<file path="src/hdl/tcw_pkg.sv">
// Package of the text console writer: field types, codes and defaults.
// Depends on nothing; used by the ring, the core and the checker.
`default_nettype none

package tcw_pkg;

	localparam int DEF_COLUMNS = 80;
	localparam int DEF_ROWS    = 25;

	localparam int CELL_IDX_W = 11;
	localparam int BYTE_W     = 8;
	localparam int ATTR_W     = 8;
	localparam int WORD_W     = 16;
	localparam int CFG_IDX_W  = 1;
	localparam int CFG_DATA_W = 16;

	localparam logic [CFG_IDX_W-1:0] REG_TEXT_ATTRIBUTE = 1'd0;
	localparam logic [CFG_IDX_W-1:0] REG_DISPLAY_BASE   = 1'd1;

	localparam logic [1:0] FUNC_WRITE = 2'd0;
	localparam logic [1:0] FUNC_CLEAR = 2'd1;
	localparam logic [1:0] FUNC_READ  = 2'd2;

	localparam logic [BYTE_W-1:0] NEWLINE_CODE = 8'h0A;
	localparam logic [BYTE_W-1:0] SPACE_CODE   = 8'h20;
	localparam logic [ATTR_W-1:0] ATTR_RESET   = 8'h07;
	localparam logic [WORD_W-1:0] BASE_RESET   = 16'h0800;

	typedef struct packed {
		logic [1:0]            func;
		logic [BYTE_W-1:0]     text_byte;
		logic                  end_of_text;
		logic [CELL_IDX_W-1:0] cell_index;
	} req_t;

	typedef struct packed {
		logic [WORD_W-1:0] cursor_location;
		logic [WORD_W-1:0] cell_word;
		logic              dropped;
	} rsp_t;

	typedef enum logic [1:0] {
		ST_INIT,
		ST_IDLE,
		ST_READ,
		ST_FILL
	} state_t;

	typedef struct packed {
		logic scroll;
		logic home;
	} ring_ctl_t;

endpackage

`default_nettype wire

</file>
<file path="src/hdl/tcw_ring.sv">
// Row ring of the frame store: maps logical cells to physical addresses.
// Depends on tcw_pkg. Scrolling moves the top row pointer instead of copying.
`default_nettype none

module tcw_ring #(
	parameter int COLUMNS = tcw_pkg::DEF_COLUMNS,
	parameter int ROWS    = tcw_pkg::DEF_ROWS
) (
	input  wire logic                                    clk,
	input  wire logic                                    arst_n,
	input  wire tcw_pkg::ring_ctl_t                      ctl,
	input  wire logic [tcw_pkg::CELL_IDX_W-1:0]          cell_index,
	input  wire logic [$clog2(COLUMNS+1)-1:0]            column,
	output logic      [$clog2(ROWS*COLUMNS)-1:0]         rd_addr,
	output logic                                         rd_in_range,
	output logic      [$clog2(ROWS*COLUMNS)-1:0]         wr_addr,
	output logic      [$clog2(ROWS*COLUMNS)-1:0]         top_base
);

	localparam int CELLS = ROWS * COLUMNS;
	localparam int AW    = $clog2(CELLS);
	localparam int XW    = ((AW > tcw_pkg::CELL_IDX_W) ? AW : tcw_pkg::CELL_IDX_W) + 1;

	logic [AW-1:0] top_base_q;
	logic [AW-1:0] bottom_base_q;
	logic [XW-1:0] idx_x;
	logic [XW-1:0] sum_x;

	always_ff @(posedge clk or negedge arst_n) begin
		if (!arst_n) begin
			top_base_q    <= '0;
			bottom_base_q <= AW'(CELLS - COLUMNS);
		end else if (ctl.home) begin
			top_base_q    <= '0;
			bottom_base_q <= AW'(CELLS - COLUMNS);
		end else if (ctl.scroll) begin
			// The old top row becomes the new bottom row.
			bottom_base_q <= top_base_q;
			if (top_base_q == AW'(CELLS - COLUMNS)) begin
				top_base_q <= '0;
			end else begin
				top_base_q <= top_base_q + AW'(COLUMNS);
			end
		end
	end

	always_comb begin
		idx_x       = XW'(cell_index);
		rd_in_range = idx_x < XW'(CELLS);
		sum_x       = idx_x + XW'(top_base_q);
		if (sum_x >= XW'(CELLS)) begin
			rd_addr = AW'(sum_x - XW'(CELLS));
		end else begin
			rd_addr = AW'(sum_x);
		end
	end

	assign wr_addr  = bottom_base_q + AW'(column);
	assign top_base = top_base_q;

endmodule

`default_nettype wire

</file>
<file path="config.mk">
export PLATFORM = sky130hd
export DESIGN_NAME = tcw_ring
export DESIGN_NICKNAME = d
export VERILOG_FILES = /design/src/hdl/tcw_pkg.sv /design/src/hdl/tcw_ring.sv
export SDC_FILE = /design/constraint.sdc
export NUM_CORES = 1
export LEC_CHECK = 0
export BUFFER_PORTS_ARGS = -buffer_cell sky130_fd_sc_hd__buf_2
export CORE_MARGIN = 1
export CORE_UTILIZATION = 42
export CTS_BUF_LIST = sky130_fd_sc_hd__clkbuf_2
export CTS_CLUSTER_DIAMETER = 100
export DETAILED_ROUTE_END_ITERATION = 7
export MAX_ROUTING_LAYER = met4
export PLACE_DENSITY = 0.68
export SLEW_MARGIN = 10
export SYNTH_ARGS = -nofsm -noshare
export SYNTH_HDL_FRONTEND = slang
export SYNTH_SLANG_ARGS = --single-unit
export TNS_END_PERCENT = 30
</file>
<file path="constraint.sdc">
create_clock -name clk -period 7.25 [get_ports clk]
set_clock_uncertainty 0.05 [all_clocks]
set_input_delay 2.175 -clock clk [delete_from_list [all_inputs] [get_ports clk]]
set_output_delay 2.175 -clock clk [all_outputs]
set_load 0.01 [all_outputs]
</file>
### After elaboration in Yosys (flattened, before gate mapping)

Cells that the tools add are included.

| storage, ports and cells | value |
|---|---|
| flip-flop bits (word level) | 22 |
| bits of input ports | 22 |
| output and inout port bits | 34 |
| logic and storage cells | 16 |

| operators by class | value |
|---|---|
| $add $sub $neg | 4 |
| order comparisons | 2 |
| equal/unequal tests | 1 |
| mux-type cells | 6 |
| reduce and logical (&&, ||, !) cells | 1 |

Operators with widths:

| cell | count |
|---|---|
| $mux W11 | 6 |
| $add A11 B11 Y12 | 1 |
| $ge A12 B11 Y1 const B | 1 |
| $add A11 B7 Y11 | 1 |
| $add A11 B7 Y11 const B | 1 |
| $eq A11 B11 Y1 const B | 1 |
| $lt A11 B11 Y1 const B | 1 |
| $sub A11 B11 Y11 const B | 1 |
| $reduce_bool A2 Y1 | 1 |

### Logic depth before layout (Yosys ltp)

| logic depth | value |
|---|---|
| depth after elaboration | 4 |
| mapped depth | 9 |
| mapped depth without buffers | 9 |

### Worst setup path after synthesis

Ideal clock, no wire load.

| path | value |
|---|---|
| path kind | input -> output |
| start | input cell_index[5] (netlist bit) |
| end | output rd_addr[5] |
| data arrival time | 4.227 ns |
| data required time | 5.025 ns |
| setup slack | 0.798 ns |
| stages | 8 |
| path buffers | 0 |
| cell sequence | ha_1 > xor2_1 > inv_1 > ha_1 > or4b_2 > o21ai_0 > a31oi_2 > mux2_4 |

| on the way | value |
|---|---|
| longest elaborated chain between the ends | 3 |
| elaborated cells between the ends (all ways) | 4 |
| classes of those cells | add/sub (2); order compare (1); mux (1) |

RTL lines:

| what | RTL line | text |
|---|---|---|
| from (decl) | tcw_ring.sv:12 | `input wire logic [tcw_pkg::CELL_IDX_W-1:0] cell_index,` |
| $add A11 B11 Y12 (*) | tcw_ring.sv:50 | `sum_x = idx_x + XW'(top_base_q);` |
| $sub A11 B11 Y11 or $ge A12 B11 Y1 (tied branches) | tcw_ring.sv:52, tcw_ring.sv:51 |  |
| $mux W11 (*) | tcw_ring.sv:51 | `if (sum_x >= XW'(CELLS)) begin` |
| to (decl) | tcw_ring.sv:14 | `output logic [$clog2(ROWS*COLUMNS)-1:0] rd_addr,` |

Mark *: on every way between the ends. The rest lies on a longest branch, timed or not.

### Worst setup path after layout

| path | value |
|---|---|
| start | input cell_index[7] (netlist bit) |
| end | output rd_addr[5] |

| on the way | value |
|---|---|
| longest elaborated chain between the ends | 3 |

RTL lines:

| what | RTL line |
|---|---|
| $add A11 B11 Y12 | tcw_ring.sv:50 |
| $ge A12 B11 Y1 | tcw_ring.sv:51 |
| $mux W11 | tcw_ring.sv:51 |

No other way between the ends.

==> metrics.yaml <==
leakagePower_uw: 0.00102
initial_core_util_pct: 45.2
post_cts.repair.setup_buffers: 0
drc_errors: 0
synth_top_cell_area_share_pct: 16.1
ir_worst_vdd_uv: 84.5
yosys.area.top_type: "dfrtp_1"
cts_resized: 0
rows: 22
ys_ff_latch: 15
critPathCaptureType: "primary output"
cts_tree: "yes"
track_usage_pct: 18.5
syn-instance-count: 202
drt_iter0_markers: 59
detail_route.first_pass.iterations: 4
rsz0062_at_grt: "no"
setup_tns_ns: 0
ys_async_sr_fraction_pct: 100
grt_remaining_overflow: 0
die-area_um2: 4320
route.antenna.remaining_nets: 0
clk_latency_ns: 0.29
synth_commonest_cells: "nor2_1, ha_1, nand2_1"
dpl.hpwl_um: 3040
drive_gt1_share_pct: 27.8
numClockSinks: 15
required_ns: 5.03
design_area_um2: 2020
drv_slew: 0
htree_levels: 1
antennaDiodeCount: 0
tightest_slew_ns: 0.609
avgSynthCellArea_um2: 8.44
cts.reportedPaths.clkPinSlew_ns: 0.13
grt_pass1_vias: 1386
yosys_warnings: 0
max-clock-path-buffers: 2
cp_max_fo: 6
ys_seq_area_share_pct: 22.3
gp_congestion: 0.864
synth-edff-count: 0
setup_viol: 0
dp_cells: 299
cap_viol_max_count: 0
netlist_area_um2: 1710
crit_type: "input pin to primary output"
synthDistinctLibCells: 51
grt_antenna_before_repair: 0
critPathArrivalTime_ns: 4.58
min_period_ns: 6.81
io-pin-count: 56
final-hold-violation-count: 0
grt_max_degree: 16
post_drt_wl_per_cell_um: 12.2
n_fill_cell: 368
maxSlewHeadroom_pct: 59.3
clock-root-buffer: "clkbuf_2"
die_x_um: 65.7
vias: 1601
cts_made_buffers: 3
status: "completed"
die_y_um: 65.7
p_per_area_nw_per_um2: 137
area_growth_pct: 18.3
hp-class: "flip-flop to flip-flop"
cp-start-kind: "input pin"
nNetsFinal: 298
timing.fmax_mhz: 147
core_area_um2: 3770
place_area_um2: 2000
postCtsHoldBufs: 0
synth_ff_type: "dfrtp_1"
fin_cells: 303
grt_first_pass_wirelength_um: 6090
routed_wl_um: 3690
yosysMostFrequentCell: "nor2_1"
synth_area_leaders: "dfrtp_1, ha_1, xnor2_1"
via_per_inst: 5.28
io_buffers: 51
period_share_pct: 93.9
[logic make-up (layout without fill, tap and decap cells)]
kind of cell | after synthesis | in the layout | share of synthesized area [%]
fa+ha+maj | 20 | 20 | 15.1
flops | 15 | 15 | 22.3
compound gates | 49 | 49 | 20.7
xor+xnor | 19 | 19 | 9.76
mux | 9 | 9 | 5.72
simple gates | 66 | 66 | 20.0
buf+inv | 23 | 72 | 6.16
other cells | 1 | 5 | 0.220
[cell type report]
cell class              count  area [um2]  share of cell area (%)
inverters                  16        60.1                    2.98
multi-input cells         168        1230                    61.2
repair buffers             52         263                    13.0
clock buffers               3        15.0                   0.744
clock inverters             1        5.00                   0.248
well taps                  48        60.1                    2.98
flip-flops and latches     15         380                    18.8
[through the flow]
stage,utilization (%),power (uW),setup slack (ns),hold slack (ns)
after floorplan,-,196,0.798,0.441
after global placement,53.0,238,0.476,0.463
after detailed placement,53.0,239,0.449,0.467
after CTS,53.5,279,0.452,0.500
after global routing,53.5,301,0.285,0.520
final,53.5,277,0.442,0.493
[routing by layer]
layer / track usage [%] / vias to the layer above / share of wire (%)
met4: 0.543 / 0 / 0
met3: 3.65 / 0 / 4.9
met2: 29.6 / 47 / 45
met5: - / - / 0
li1: - / 824 / -
met1: 25.3 / 730 / 50
[placed cells by master (no fill, tap or decap), types with 3 or more instances in the layout]
cell	Yosys	routed
xor2_1	6	6
clkbuf_2	0	3
a211oi_1	3	3
dfstp_2	4	4
nor2_1	21	21
xnor2_1	13	13
mux2i_1	6	6
o211ai_1	4	4
buf_2	0	51
ha_1	19	19
dfrtp_1	11	11
conb_1	1	5
nand2_1	17	17
a21oi_1	9	9
nand3_1	4	4
a21o_1	5	5
inv_1	16	16
nand2b_1	4	4
o21ai_0	13	13
nor3_1	3	3
[path summary, 6_finish.rpt]
check | from | end | slack (ns) | cells after the start
hold / removal | bottom_base_q[4] | bottom_base_q[4] | 0.49 | 2
setup / recovery | cell_index[7] | rd_addr[5] | 0.44 | 9
min in group asynchronous | arst_n | bottom_base_q[6] | 1.71 | 1
hold reg to reg | bottom_base_q[4] | bottom_base_q[4] | 0.49 | 2
setup reg to reg | top_base[5] | top_base[9] | 5.27 | 7
max in group asynchronous | arst_n | bottom_base_q[10] | 5.14 | 1
[flip-flops by register name (all words and copies together), names as in the netlist]
| register | flops |
|---|---|
| top_base | 7 |
| bottom_base_q | 8 |
[where the power goes]
part,switching [uW],internal [uW],leakage (uW)
sequential,7.25,89.7,0.000192
combinational,78.6,62.6,0.000809
clock,26.2,12.5,0.0000164
[worst max-delay path: stages]
cell and delay (ns):
buf_2 0.11, ha_1 0.38, a21o_1 0.27, a221oi_2 0.37, xnor2_1 0.25, nor4b_4 0.39
a31oi_2 0.17, mux2_4 0.33, buf_2 0.14
Note: power is estimated with default switching activity, not from simulation.
